$ cat src/rtl/rau_pkg.sv
package rau_pkg;

    localparam int KIND_W    = 2;
    localparam int NUM_W     = 32;
    localparam int DEN_W     = 31;
    localparam int RES_NUM_W = 64;
    localparam int RES_DEN_W = 63;
    localparam int STATUS_W  = 2;

    localparam logic [RES_NUM_W-1:0] MAX_MAG = 64'h7FFF_FFFF_FFFF_FFFF;

    typedef enum logic [KIND_W-1:0] {
        KIND_ADD = 2'd0,
        KIND_SUB = 2'd1,
        KIND_MUL = 2'd2,
        KIND_DIV = 2'd3
    } kind_t;

    typedef enum logic [STATUS_W-1:0] {
        STATUS_OK   = 2'd0,
        STATUS_DIVZ = 2'd1,
        STATUS_OVF  = 2'd2
    } status_t;

    typedef enum logic [3:0] {
        ST_IDLE,
        ST_MUL1,
        ST_MUL2,
        ST_MUL3,
        ST_COMB,
        ST_NEG,
        ST_ZCHK,
        ST_GCD,
        ST_GSHIFT,
        ST_DIVN,
        ST_DIVD,
        ST_FIN
    } state_t;

endpackage

$ cat src/rtl/rau_opnd_if.sv
interface rau_opnd_if import rau_pkg::*; ();

    logic                    valid;
    logic                    ready;
    logic [KIND_W-1:0]       kind;
    logic signed [NUM_W-1:0] a_num;
    logic [DEN_W-1:0]        a_den;
    logic signed [NUM_W-1:0] b_num;
    logic [DEN_W-1:0]        b_den;

    modport source (
        output valid,
        output kind,
        output a_num,
        output a_den,
        output b_num,
        output b_den,
        input  ready
    );

    modport sink (
        input  valid,
        input  kind,
        input  a_num,
        input  a_den,
        input  b_num,
        input  b_den,
        output ready
    );

endinterface

$ cat src/rtl/rau_res_if.sv
interface rau_res_if import rau_pkg::*; ();

    logic                        valid;
    logic                        ready;
    logic signed [RES_NUM_W-1:0] res_num;
    logic [RES_DEN_W-1:0]        res_den;
    logic [STATUS_W-1:0]         status;

    modport source (
        output valid,
        output res_num,
        output res_den,
        output status,
        input  ready
    );

    modport sink (
        input  valid,
        input  res_num,
        input  res_den,
        input  status,
        output ready
    );

endinterface

$ cat src/rtl/rational_arith_unit.sv
// Channel   Role    Handshake      Payload
// opnd      sink    valid/ready    kind, a_num, a_den, b_num, b_den
// result    source  valid/ready    res_num, res_den, status
//
// One transaction at a time: opnd.ready is high only while the sequencer is idle.
// Steps: 2 or 3 multiplier steps, a binary gcd taking one shift, subtract or swap per
// cycle, then two restoring divisions of 2*OPERAND_BITS+1 quotient bits each; the
// gcd and the divisions share one adder/subtractor with the add/sub combine step.
// Zero denominators and divide by zero skip to ST_FIN, zero results after ST_ZCHK.
// Reset is asynchronous; no clearing pass. A stalled result register holds the
// finished sequencer, and the next transaction is accepted as soon as it is loaded.
module rational_arith_unit import rau_pkg::*; #(
    parameter int OPERAND_BITS = 32
) (
    input  logic       clk,
    input  logic       rst_n,
    rau_opnd_if.sink   opnd,
    rau_res_if.source  result
);

    localparam int N      = OPERAND_BITS;
    localparam int PROD_W = 2 * N;
    localparam int W      = 2 * N + 1;
    localparam int AW     = W + 1;
    localparam int CNT_W  = $clog2(W + 1);
    localparam int EXT_W  = (W > RES_NUM_W) ? W : RES_NUM_W;

    state_t              state_reg, state_next;
    kind_t               kind_reg, kind_next;
    logic                an_reg, an_next, bn_reg, bn_next;
    logic [N-1:0]        am_reg, am_next, bm_reg, bm_next;
    logic [N-2:0]        ad_reg, ad_next, bd_reg, bd_next;
    logic [PROD_W-1:0]   x_reg, x_next, y_reg, y_next;
    logic [W-1:0]        mag_reg, mag_next, den_reg, den_next;
    logic [W-1:0]        u_reg, u_next, v_reg, v_next, rem_reg, rem_next;
    logic [CNT_W-1:0]    k_reg, k_next, cnt_reg, cnt_next;
    logic                neg_reg, neg_next;
    status_t             status_reg, status_next;

    logic                    res_valid_reg, res_valid_next;
    logic [RES_NUM_W-1:0]    res_num_reg, res_num_next;
    logic [RES_DEN_W-1:0]    res_den_reg, res_den_next;
    status_t                 res_status_reg, res_status_next;

    logic [N-1:0]        a_raw, b_raw, am_in, bm_in;
    logic [N-2:0]        ad_in, bd_in;
    logic                err_in;
    logic                add_type, yneg;

    logic [N-1:0]        mul_a, mul_b;
    logic [PROD_W-1:0]   mul_p;

    logic [AW-1:0]       alu_a, alu_b;
    logic                alu_sub;
    logic [AW:0]         alu_sum;
    logic                alu_carry;

    logic                res_load, qbit, last_bit;
    logic [W-1:0]        quot;
    logic [EXT_W-1:0]    mag_ext, den_ext;
    logic                ovf;
    status_t             fin_status;

    assign a_raw  = opnd.a_num[N-1:0];
    assign b_raw  = opnd.b_num[N-1:0];
    assign am_in  = a_raw[N-1] ? (-a_raw) : a_raw;
    assign bm_in  = b_raw[N-1] ? (-b_raw) : b_raw;
    assign ad_in  = opnd.a_den[N-2:0];
    assign bd_in  = opnd.b_den[N-2:0];
    assign err_in = (ad_in == '0) || (bd_in == '0)
                    || ((kind_t'(opnd.kind) == KIND_DIV) && (bm_in == '0));

    assign add_type = (kind_reg == KIND_ADD) || (kind_reg == KIND_SUB);
    assign yneg     = (kind_reg == KIND_SUB) ? !bn_reg : bn_reg;

    assign mul_p = PROD_W'(mul_a) * PROD_W'(mul_b);

    assign alu_sum   = {1'b0, alu_a} + {1'b0, (alu_sub ? ~alu_b : alu_b)}
                       + (AW + 1)'(alu_sub);
    assign alu_carry = alu_sum[AW];

    assign qbit     = alu_carry;
    assign quot     = {u_reg[W-2:0], qbit};
    assign last_bit = (cnt_reg == CNT_W'(W - 1));

    assign mag_ext = EXT_W'(mag_reg);
    assign den_ext = EXT_W'(den_reg);
    assign ovf     = (mag_ext > EXT_W'(MAX_MAG)) || (den_ext > EXT_W'(MAX_MAG));
    assign fin_status = ((status_reg == STATUS_OK) && ovf) ? STATUS_OVF : status_reg;

    assign res_load = (state_reg == ST_FIN) && (!res_valid_reg || result.ready);

    always_comb
    begin
        state_next = state_reg;
        unique case (state_reg)
            ST_IDLE:
            begin
                if (opnd.valid)
                begin
                    state_next = err_in ? ST_FIN : ST_MUL1;
                end
            end
            ST_MUL1:
            begin
                state_next = ST_MUL2;
            end
            ST_MUL2:
            begin
                state_next = add_type ? ST_MUL3 : ST_COMB;
            end
            ST_MUL3:
            begin
                state_next = ST_COMB;
            end
            ST_COMB:
            begin
                if (add_type && (an_reg != yneg) && !alu_carry)
                begin
                    state_next = ST_NEG;
                end
                else
                begin
                    state_next = ST_ZCHK;
                end
            end
            ST_NEG:
            begin
                state_next = ST_ZCHK;
            end
            ST_ZCHK:
            begin
                state_next = (mag_reg == '0) ? ST_FIN : ST_GCD;
            end
            ST_GCD:
            begin
                if (u_reg == '0)
                begin
                    state_next = ST_GSHIFT;
                end
            end
            ST_GSHIFT:
            begin
                if (k_reg == '0)
                begin
                    state_next = ST_DIVN;
                end
            end
            ST_DIVN:
            begin
                if (last_bit)
                begin
                    state_next = ST_DIVD;
                end
            end
            ST_DIVD:
            begin
                if (last_bit)
                begin
                    state_next = ST_FIN;
                end
            end
            ST_FIN:
            begin
                if (res_load)
                begin
                    state_next = ST_IDLE;
                end
            end
        endcase
    end

    always_comb
    begin
        opnd.ready  = 1'b0;
        kind_next   = kind_reg;
        an_next     = an_reg;
        bn_next     = bn_reg;
        am_next     = am_reg;
        bm_next     = bm_reg;
        ad_next     = ad_reg;
        bd_next     = bd_reg;
        x_next      = x_reg;
        y_next      = y_reg;
        mag_next    = mag_reg;
        den_next    = den_reg;
        u_next      = u_reg;
        v_next      = v_reg;
        rem_next    = rem_reg;
        k_next      = k_reg;
        cnt_next    = cnt_reg;
        neg_next    = neg_reg;
        status_next = status_reg;
        mul_a       = am_reg;
        mul_b       = bm_reg;
        alu_a       = AW'(u_reg);
        alu_b       = AW'(v_reg);
        alu_sub     = 1'b1;

        unique case (state_reg)
            ST_IDLE:
            begin
                opnd.ready = 1'b1;
                if (opnd.valid)
                begin
                    kind_next   = kind_t'(opnd.kind);
                    an_next     = a_raw[N-1];
                    bn_next     = b_raw[N-1];
                    am_next     = am_in;
                    bm_next     = bm_in;
                    ad_next     = ad_in;
                    bd_next     = bd_in;
                    status_next = err_in ? STATUS_DIVZ : STATUS_OK;
                end
            end
            ST_MUL1:
            begin
                mul_a  = am_reg;
                mul_b  = (kind_reg == KIND_MUL) ? bm_reg : {1'b0, bd_reg};
                x_next = mul_p;
            end
            ST_MUL2:
            begin
                mul_a = {1'b0, ad_reg};
                mul_b = (kind_reg == KIND_MUL) ? {1'b0, bd_reg} : bm_reg;
                if (add_type)
                begin
                    y_next = mul_p;
                end
                else
                begin
                    den_next = W'(mul_p);
                end
            end
            ST_MUL3:
            begin
                mul_a    = {1'b0, ad_reg};
                mul_b    = {1'b0, bd_reg};
                den_next = W'(mul_p);
            end
            ST_COMB:
            begin
                alu_a   = AW'(x_reg);
                alu_b   = AW'(y_reg);
                alu_sub = add_type && (an_reg != yneg);
                if (!add_type)
                begin
                    mag_next = W'(x_reg);
                    neg_next = an_reg ^ bn_reg;
                end
                else if (!alu_sub || alu_carry)
                begin
                    mag_next = alu_sum[W-1:0];
                    neg_next = an_reg;
                end
            end
            ST_NEG:
            begin
                alu_a    = AW'(y_reg);
                alu_b    = AW'(x_reg);
                mag_next = alu_sum[W-1:0];
                neg_next = yneg;
            end
            ST_ZCHK:
            begin
                if (mag_reg == '0)
                begin
                    den_next = W'(1);
                    neg_next = 1'b0;
                end
                else
                begin
                    u_next = mag_reg;
                    v_next = den_reg;
                    k_next = '0;
                end
            end
            ST_GCD:
            begin
                if (u_reg != '0)
                begin
                    priority if (!u_reg[0] && !v_reg[0])
                    begin
                        u_next = u_reg >> 1;
                        v_next = v_reg >> 1;
                        k_next = k_reg + CNT_W'(1);
                    end
                    else if (!u_reg[0])
                    begin
                        u_next = u_reg >> 1;
                    end
                    else if (!v_reg[0])
                    begin
                        v_next = v_reg >> 1;
                    end
                    else if (alu_carry)
                    begin
                        u_next = alu_sum[W-1:0];
                    end
                    else
                    begin
                        u_next = v_reg;
                        v_next = u_reg;
                    end
                end
            end
            ST_GSHIFT:
            begin
                if (k_reg != '0)
                begin
                    v_next = {v_reg[W-2:0], 1'b0};
                    k_next = k_reg - CNT_W'(1);
                end
                else
                begin
                    u_next   = mag_reg;
                    rem_next = '0;
                    cnt_next = '0;
                end
            end
            ST_DIVN, ST_DIVD:
            begin
                alu_a    = {rem_reg, u_reg[W-1]};
                alu_b    = {1'b0, v_reg};
                rem_next = qbit ? alu_sum[W-1:0] : alu_a[W-1:0];
                u_next   = quot;
                cnt_next = cnt_reg + CNT_W'(1);
                if (last_bit)
                begin
                    cnt_next = '0;
                    rem_next = '0;
                    if (state_reg == ST_DIVN)
                    begin
                        mag_next = quot;
                        u_next   = den_reg;
                    end
                    else
                    begin
                        den_next = quot;
                    end
                end
            end
            ST_FIN:
            begin
            end
        endcase
    end

    always_comb
    begin
        res_valid_next  = res_valid_reg && !result.ready;
        res_num_next    = res_num_reg;
        res_den_next    = res_den_reg;
        res_status_next = res_status_reg;
        if (res_load)
        begin
            res_valid_next  = 1'b1;
            res_status_next = fin_status;
            if (fin_status != STATUS_OK)
            begin
                res_num_next = '0;
                res_den_next = '0;
            end
            else
            begin
                res_num_next = neg_reg ? (-mag_ext[RES_NUM_W-1:0])
                                       : mag_ext[RES_NUM_W-1:0];
                res_den_next = den_ext[RES_DEN_W-1:0];
            end
        end
    end

    assign result.valid   = res_valid_reg;
    assign result.res_num = res_num_reg;
    assign result.res_den = res_den_reg;
    assign result.status  = res_status_reg;

    always_ff @(posedge clk or negedge rst_n)
    begin
        if (!rst_n)
        begin
            state_reg     <= ST_IDLE;
            res_valid_reg <= 1'b0;
        end
        else
        begin
            state_reg     <= state_next;
            res_valid_reg <= res_valid_next;
        end
    end

    always_ff @(posedge clk)
    begin
        kind_reg       <= kind_next;
        an_reg         <= an_next;
        bn_reg         <= bn_next;
        am_reg         <= am_next;
        bm_reg         <= bm_next;
        ad_reg         <= ad_next;
        bd_reg         <= bd_next;
        x_reg          <= x_next;
        y_reg          <= y_next;
        mag_reg        <= mag_next;
        den_reg        <= den_next;
        u_reg          <= u_next;
        v_reg          <= v_next;
        rem_reg        <= rem_next;
        k_reg          <= k_next;
        cnt_reg        <= cnt_next;
        neg_reg        <= neg_next;
        status_reg     <= status_next;
        res_num_reg    <= res_num_next;
        res_den_reg    <= res_den_next;
        res_status_reg <= res_status_next;
    end

    a_busy_after_accept: assert property (@(posedge clk) disable iff (!rst_n)
        opnd.valid && opnd.ready |=> !opnd.ready)
        else $error("operand accepted while sequencer busy");

    a_divisor_nonzero: assert property (@(posedge clk) disable iff (!rst_n)
        (state_reg == ST_GCD) || (state_reg == ST_DIVN) || (state_reg == ST_DIVD)
        |-> v_reg != '0)
        else $error("gcd or divisor register is zero");

    a_error_zeroes: assert property (@(posedge clk) disable iff (!rst_n)
        result.valid && (result.status != STATUS_OK)
        |-> (result.res_num == '0) && (result.res_den == '0))
        else $error("error result carries nonzero payload");

    a_ok_den_nonzero: assert property (@(posedge clk) disable iff (!rst_n)
        result.valid && (result.status == STATUS_OK) |-> result.res_den != '0)
        else $error("valid result with zero denominator");

    a_zero_canonical: assert property (@(posedge clk) disable iff (!rst_n)
        result.valid && (result.status == STATUS_OK) && (result.res_num == '0)
        |-> result.res_den == RES_DEN_W'(1))
        else $error("zero result not reduced to 0/1");

endmodule

$ cat src/flat_wrapper.sv
// flat-port wrapper written by rule: the top's interface ports become plain ports
module rational_arith_unit_flat import rau_pkg::*;
#(
    parameter int OPERAND_BITS = 32
)
  (clk, rst_n, opnd_valid, opnd_kind, opnd_a_num, opnd_a_den, opnd_b_num, opnd_b_den, opnd_ready, result_valid, result_res_num, result_res_den, result_status, result_ready);
  rau_opnd_if opnd_i ();
  rau_res_if result_i ();
  input  logic clk;
  input  logic rst_n;
  input wire logic [$bits(opnd_i.valid)-1:0] opnd_valid;
  input wire logic [$bits(opnd_i.kind)-1:0] opnd_kind;
  input wire logic [$bits(opnd_i.a_num)-1:0] opnd_a_num;
  input wire logic [$bits(opnd_i.a_den)-1:0] opnd_a_den;
  input wire logic [$bits(opnd_i.b_num)-1:0] opnd_b_num;
  input wire logic [$bits(opnd_i.b_den)-1:0] opnd_b_den;
  output wire logic [$bits(opnd_i.ready)-1:0] opnd_ready;
  output wire logic [$bits(result_i.valid)-1:0] result_valid;
  output wire logic [$bits(result_i.res_num)-1:0] result_res_num;
  output wire logic [$bits(result_i.res_den)-1:0] result_res_den;
  output wire logic [$bits(result_i.status)-1:0] result_status;
  input wire logic [$bits(result_i.ready)-1:0] result_ready;
  assign opnd_i.valid = opnd_valid;
  assign opnd_i.kind = opnd_kind;
  assign opnd_i.a_num = opnd_a_num;
  assign opnd_i.a_den = opnd_a_den;
  assign opnd_i.b_num = opnd_b_num;
  assign opnd_i.b_den = opnd_b_den;
  assign opnd_ready = opnd_i.ready;
  assign result_valid = result_i.valid;
  assign result_res_num = result_i.res_num;
  assign result_res_den = result_i.res_den;
  assign result_status = result_i.status;
  assign result_i.ready = result_ready;
  rational_arith_unit #(.OPERAND_BITS(OPERAND_BITS)) u_core (.clk(clk), .rst_n(rst_n), .opnd(opnd_i), .result(result_i));
endmodule
$ cat config.mk
export PLATFORM = sky130hd
export DESIGN_NAME = rational_arith_unit_flat
export DESIGN_NICKNAME = d
export VERILOG_FILES = /design/src/rtl/rau_pkg.sv /design/src/rtl/rau_opnd_if.sv /design/src/rtl/rau_res_if.sv /design/src/rtl/rational_arith_unit.sv /design/src/flat_wrapper.sv
export SDC_FILE = /design/constraint.sdc
export NUM_CORES = 2
export LEC_CHECK = 0
export ABC_CLOCK_PERIOD_IN_PS = 24900
export BUFFER_PORTS_ARGS = -buffer_cell sky130_fd_sc_hd__buf_4
export CORE_MARGIN = 8
export CORE_UTILIZATION = 55
export DETAILED_ROUTE_END_ITERATION = 8
export MAX_ROUTING_LAYER = met4
export PLACE_DENSITY = 0.72
export SYNTH_ARGS = -nofsm -noshare
export SYNTH_HDL_FRONTEND = slang
export SYNTH_SLANG_ARGS = --single-unit
$ cat constraint.sdc
create_clock -name clk -period 24.9 [get_ports clk]
set_input_delay 2.49 -clock clk [delete_from_list [all_inputs] [get_ports clk]]
set_output_delay 2.49 -clock clk [all_outputs]
set_load 0.005 [all_outputs]
======== Word-level counts from Yosys, hierarchy flattened ========
Cells that the tools add are included.
cells by class
  add/sub/neg operators ................... 8
  multiply operators ...................... 1
  $lt $le $gt $ge ......................... 2
  eq/ne operators ......................... 35
  multiplexer cells ....................... 70
  bitwise gates (word level) .............. 2
  reductions and logical operators ........ 52
operators by type and width
  cell                                                                               number
  65-bit two-way mux                                                                 26
  65-bit case mux with 4 select lines                                                2
  65-bit case mux with 3 select lines                                                2
  65-bit case mux with 2 select lines                                                2
  66-bit case mux with 3 select lines                                                1
  65-bit by 63-bit greater-than comparator with 1-bit output, second input constant  2
  65-bit logical NOT                                                                 2
  32-bit two-way mux                                                                 4
  32-bit case mux with 3 select lines                                                1
  66-bit by 66-bit adder with 67-bit output                                          1
  67-bit by 1-bit adder with 67-bit output                                           1
  66-bit two-way mux                                                                 1
  65-bit NOT with 66-bit output                                                      1
  65-bit nonzero test                                                                1
  32-bit by 32-bit multiplier with 64-bit output                                     1
  64-bit two-way mux                                                                 1
  32-bit negation                                                                    2
  64-bit negation                                                                    1
  31-bit logical NOT                                                                 2
  4-bit case mux with 12 select lines                                                1
  7-bit two-way mux                                                                  6
  32-bit logical NOT                                                                 1
  4-bit two-way mux                                                                  8
  31-bit two-way mux                                                                 1
  38 further kinds                                                                   99
word-level totals
  register bits ........................... 734
  bits of input ports ..................... 132
  output and inout port bits .............. 131
  logic and storage cells ................. 196

======== Longest topological paths before layout ========
  depth after elaboration ................. 14
  gate-level depth with buffers ........... 37
  mapped depth without buffers ............ 32

======== Worst setup path before layout ========
No wires, ideal clock.
  path type ............................... register -> register
  start point ............................. reg u_core.state_reg[1]
  end point ............................... reg u_core.den_reg[0], in the netlist u_core.den_ext[0], enable pin
  setup time .............................. 1514 ps
  arrival time ............................ 12587 ps
  data required time ...................... 23386 ps
  path slack .............................. 10799 ps
  stages on the path, launching flop included .. 8
  path buffers ............................ 3
  period minus slack after synthesis ...... 14101 ps
  cell sequence ........................... dfrtp_1 -> clkbuf_1 -> inv_1 -> nor3_1 -> clkbuf_1 -> buf_1 -> nor3b_1 -> nor4_1
on the way
  longest elaborated chain between the ends .. 4
  elaborated cells on any way between the ends .. 11
  those cells by class .................... eq/ne: 8; reduce/logical: 3
ends and longest elaborated chain
  what                                                                                             line                                                    source
  start, declared                                                                                  rational_arith_unit.sv:28                               state_t state_reg, state_next;
  start signal, assigned                                                                           rational_arith_unit.sv:387                              state_reg <= state_next;
  4-bit equality test, on equally long branches                                                    rational_arith_unit.sv:200, rational_arith_unit.sv:332
  2-bit OR reduction                                                                               rational_arith_unit.sv:200                              unique case (state_reg)
  2-bit by 1-bit != test with 1-bit output (no line) / 4-bit nonzero test (equally long branches)  --
  4-bit AND reduction (no line) *                                                                  --
  end signal, assigned                                                                             rational_arith_unit.sv:404                              den_reg <= den_next;
  end, declared                                                                                    rational_arith_unit.sv:34                               logic [W-1:0] mag_reg, mag_next, den_reg, den_next;
Every way passes the cells marked *; elsewhere a longest branch is shown, timed or not.
A chain may end at the register's enable or synchronous reset.

======== Worst setup path in the final report ========
  start point ............................. reg u_core.kind_reg[1]
  end point ............................... reg u_core.den_reg[62], in the netlist u_core.den_ext[62] (data pin)
on the way
  longest elaborated chain between the ends .. 6
  elaborated cells on any way between the ends .. 7
  those cells by class .................... mul: 1; eq/ne: 1; mux: 5
ends and longest elaborated chain
  what                                              line                                                    source
  start, declared                                   rational_arith_unit.sv:29                               kind_t kind_reg, kind_next;
  start signal, assigned                            rational_arith_unit.sv:394                              kind_reg <= kind_next;
  2-bit equality test *                             rational_arith_unit.sv:219, rational_arith_unit.sv:225
  32-bit two-way mux, on equally long branches      rational_arith_unit.sv:225, rational_arith_unit.sv:219
  32-bit case mux with 3 select lines *             rational_arith_unit.sv:200
  32-bit by 32-bit multiplier with 64-bit output *  rational_arith_unit.sv:76                               assign mul_p = PROD_W'(mul_a) * PROD_W'(mul_b);
  net u_core.mul_p[62]                              rational_arith_unit.sv:51                               logic [PROD_W-1:0] mul_p;
  65-bit two-way mux                                rational_arith_unit.sv:226                              if (add_type)
  65-bit case mux with 4 select lines *             rational_arith_unit.sv:200
  net u_core.den_next[62]                           rational_arith_unit.sv:34
The timed path passes the listed nets; every way through them passes the cells marked *. The select of a mux whose other input is x is not followed.

==> qor.yml <==
run_status:
  status: "finished, violations left"
  failed_checks: "design-rule violations"
drt:
  vias_per_cell: 6.58
  antenna_left: 0
  drc_errors: 8
  wire_per_inst_um: 29.8
  drtIter0Drc: 8246
  drt_wl_total_mm: 286
  vias: 63200
  dr.pass1.iters: 9
hold_path:
  hold_class: "register to register"
  holdPathStages: 2
  whs_endpoint: "u_core.rem_reg[63]"
  hold_start: "u_core.rem_reg[62]"
sta:
  slew_violations: 0
  clock.fmax_mhz: 79.6
  tightest_slew_ns: 1.25
  setup_viol: 0
  slew_headroom_pct: 16.5
  min_period_over_period_pct: 50.4
  hold_viol: 0
  setup_tns_ns: 0
  layout_min_cycle_time_ns: 12.56
  rsz0062_at_grt: "no"
  skew_ns: 0.0579
synth:
  synth_seq_cells: 733
  synth_edf_count: 728
  synthArstFlopShare_pct: 0.682
  ys_seq_area_share_pct: 29.4
  avgSynthCellArea_um2: 9.67
  syn-cell-area_um2: 74900
  ys_warn_count: 0
  synth_cells: 7740
  synthesis.nets: 9110
  synth_flop_cell: "edfxtp_1"
  synth_cell_type_count: 84
clocking:
  ctsRootBufferMaster: "clkbuf_16"
  ctsResizeCount: 0
  htree_levels: 3
  clock_latency_ns: 0.72
  postCtsSetupRepairBufs: 0
  cts_hold_buf: 0
  clk_pin_slew_worst_paths_ns: 0.06
  cts_made_buffers: 83
  cts_buffer_depth: 3
  cts_tree: "done"
  cts.sinks: 733
global_routing:
  grt_max_degree: 121
  grt_pass1_vias: 64000
  grt_pass1_wl_mm: 419
  grt.busiest_layer: "met2"
  gr-usage-met1_pct: 46.4
  use_met3_pct: 8.28
  grt_antenna_before_repair: 7
  track_usage_pct: 39.2
  met2_usage_pct: 60.7
  grt-ovfl-total: 0
setup_path:
  r2r_end: "u_core.den_ext[62]"
  slowest_stage: "mux2i_4"
  arrival_ns: 12.98
  timing.rr.start: "u_core.kind_reg[1]"
  crit_type: "register to register"
  cp.required_ns: 25.32
  worst_setup_path_end_kind: "register"
  critPathMaxFanout: 43
  rr_worst_depth: 30
  worstSetupStartpoint: "u_core.kind_reg[1]"
  slowest_delay_ns: 0.99
  cp_common_cell: "fa_1"
  r2r_slack_ns: 12.34
  critPathLaunchType: "register"
cells_and_area:
  layout_commonest_cell: "nand2_1"
  synthToLayoutAreaGrowth_pct: 8.79
  regArea_um2: 22000
  nets: 9118
  post_route_cells_drive_above_1_share_pct: 9.54
  fillers: 11500
  final_cell_mix: "937 x nand2_1, 913 x inv_1, 898 x fa_1"
  multi_input_area_um2: 48100
placed_design:
  io_buffers: 262
  dp_hpwl_mm: 207
  gp_congestion: 1.08
run:
  maxCapViolCount: 0
floorplan:
  io-pin-count: 263
  core_area_um2: 135000
  start_util_pct: 55.3
  fp.dieW_um: 385
  die-area_um2: 148000
  die_h_um: 385
  rows: 135
Yosys cell counts (60+ instances only):
cell      count  share of area, %
a21o_1       81              0.81
a21oi_1     278               1.9
a221o_1     132               1.8
a222oi_1     60              0.80
a22oi_1     112               1.1
and2_1       75              0.63
clkbuf_1    422               2.1
edfxtp_1    728                29
fa_1        898                24
ha_1        340               5.7
inv_1       914               4.6
mux2_2      119               1.8
mux2i_1     147               2.0
nand2_1     941               4.7
nand3_1     200               1.3
nand4_1      67              0.56
nor2_1      883               4.4
o21ai_0     332               2.2
xnor2_1     206               2.4
xor2_1      114               1.3
metrics by stage:
step	hold slack [ns]	instance area [µm²]	cells	util [%]	worst slack, ns
2_1_floorplan	0.510	74900	7740	-	10.80
3_3_place_gp	0.557	78800	9444	58.2	12.70
3_5_place_dp	0.567	78800	9444	58.2	12.52
4_1_cts	0.582	81400	9589	60.2	12.52
5_1_grt	0.629	81500	9594	60.2	12.02
6_report	0.585	81500	9596	60.2	12.34
worst max-delay path, delay by kind of cell, from the launching register on:
kind | cells | cell delay [ns]
AO/OA/AOI/OAI | 9 | 3.40
XOR/XNOR | 1 | 0.13
adder cells (fa/ha/maj) | 9 | 4.42
buffers and inverters | 7 | 2.05
flip-flops | 1 | 0.36
multiplexers | 1 | 0.99
AND/OR/NAND/NOR | 3 | 0.82
per-layer routing:
layer	vias up	part of all wire, %
li1	26200	-
met1	31400	35
met2	4424	45
met3	1160	11
met4	0	8.3
met5	-	0
layout make-up:
class	count	share of cell area (%)
Multi-Input combinational cell	5616	59.1
Inverter	915	4.22
Antenna cell	7	0.0215
Sequential cell	733	27.0
Clock inverter	50	0.601
Tap cell	1781	2.74
Timing Repair Buffer	399	3.72
Clock buffer	95	2.63
kinds of logic (layout without fill, tap and decap cells):
family                     count (synthesis)  after routing  synth area share, %
AOI/OAI and AO/OA                       1319           1319                 12.1
xor gates and xnor gates                 320            320                 3.74
adders and majority gates               1238           1238                 29.7
buffers and inverters                   1391           1459                 6.99
DFF                                      733            733                 29.4
muxes                                    268            268                 3.78
other                                      0              7                    0
and+or+nand+nor                         2471           2471                 14.3
how the worst max path moves through the flow:
stage	to	slack (ns)	depth (start not counted)
floorplan	u_core.den_ext[0]	10.80	7
global placement	u_core.den_ext[62]	12.70	33
detailed placement	u_core.den_ext[62]	12.52	30
CTS	u_core.den_ext[62]	12.52	32
global route	u_core.den_ext[62]	12.02	34
finish	u_core.den_ext[62]	12.34	30
Power is not shown: default switching activity piles up to over one toggle a cycle in this logic, so the estimate is an artifact.
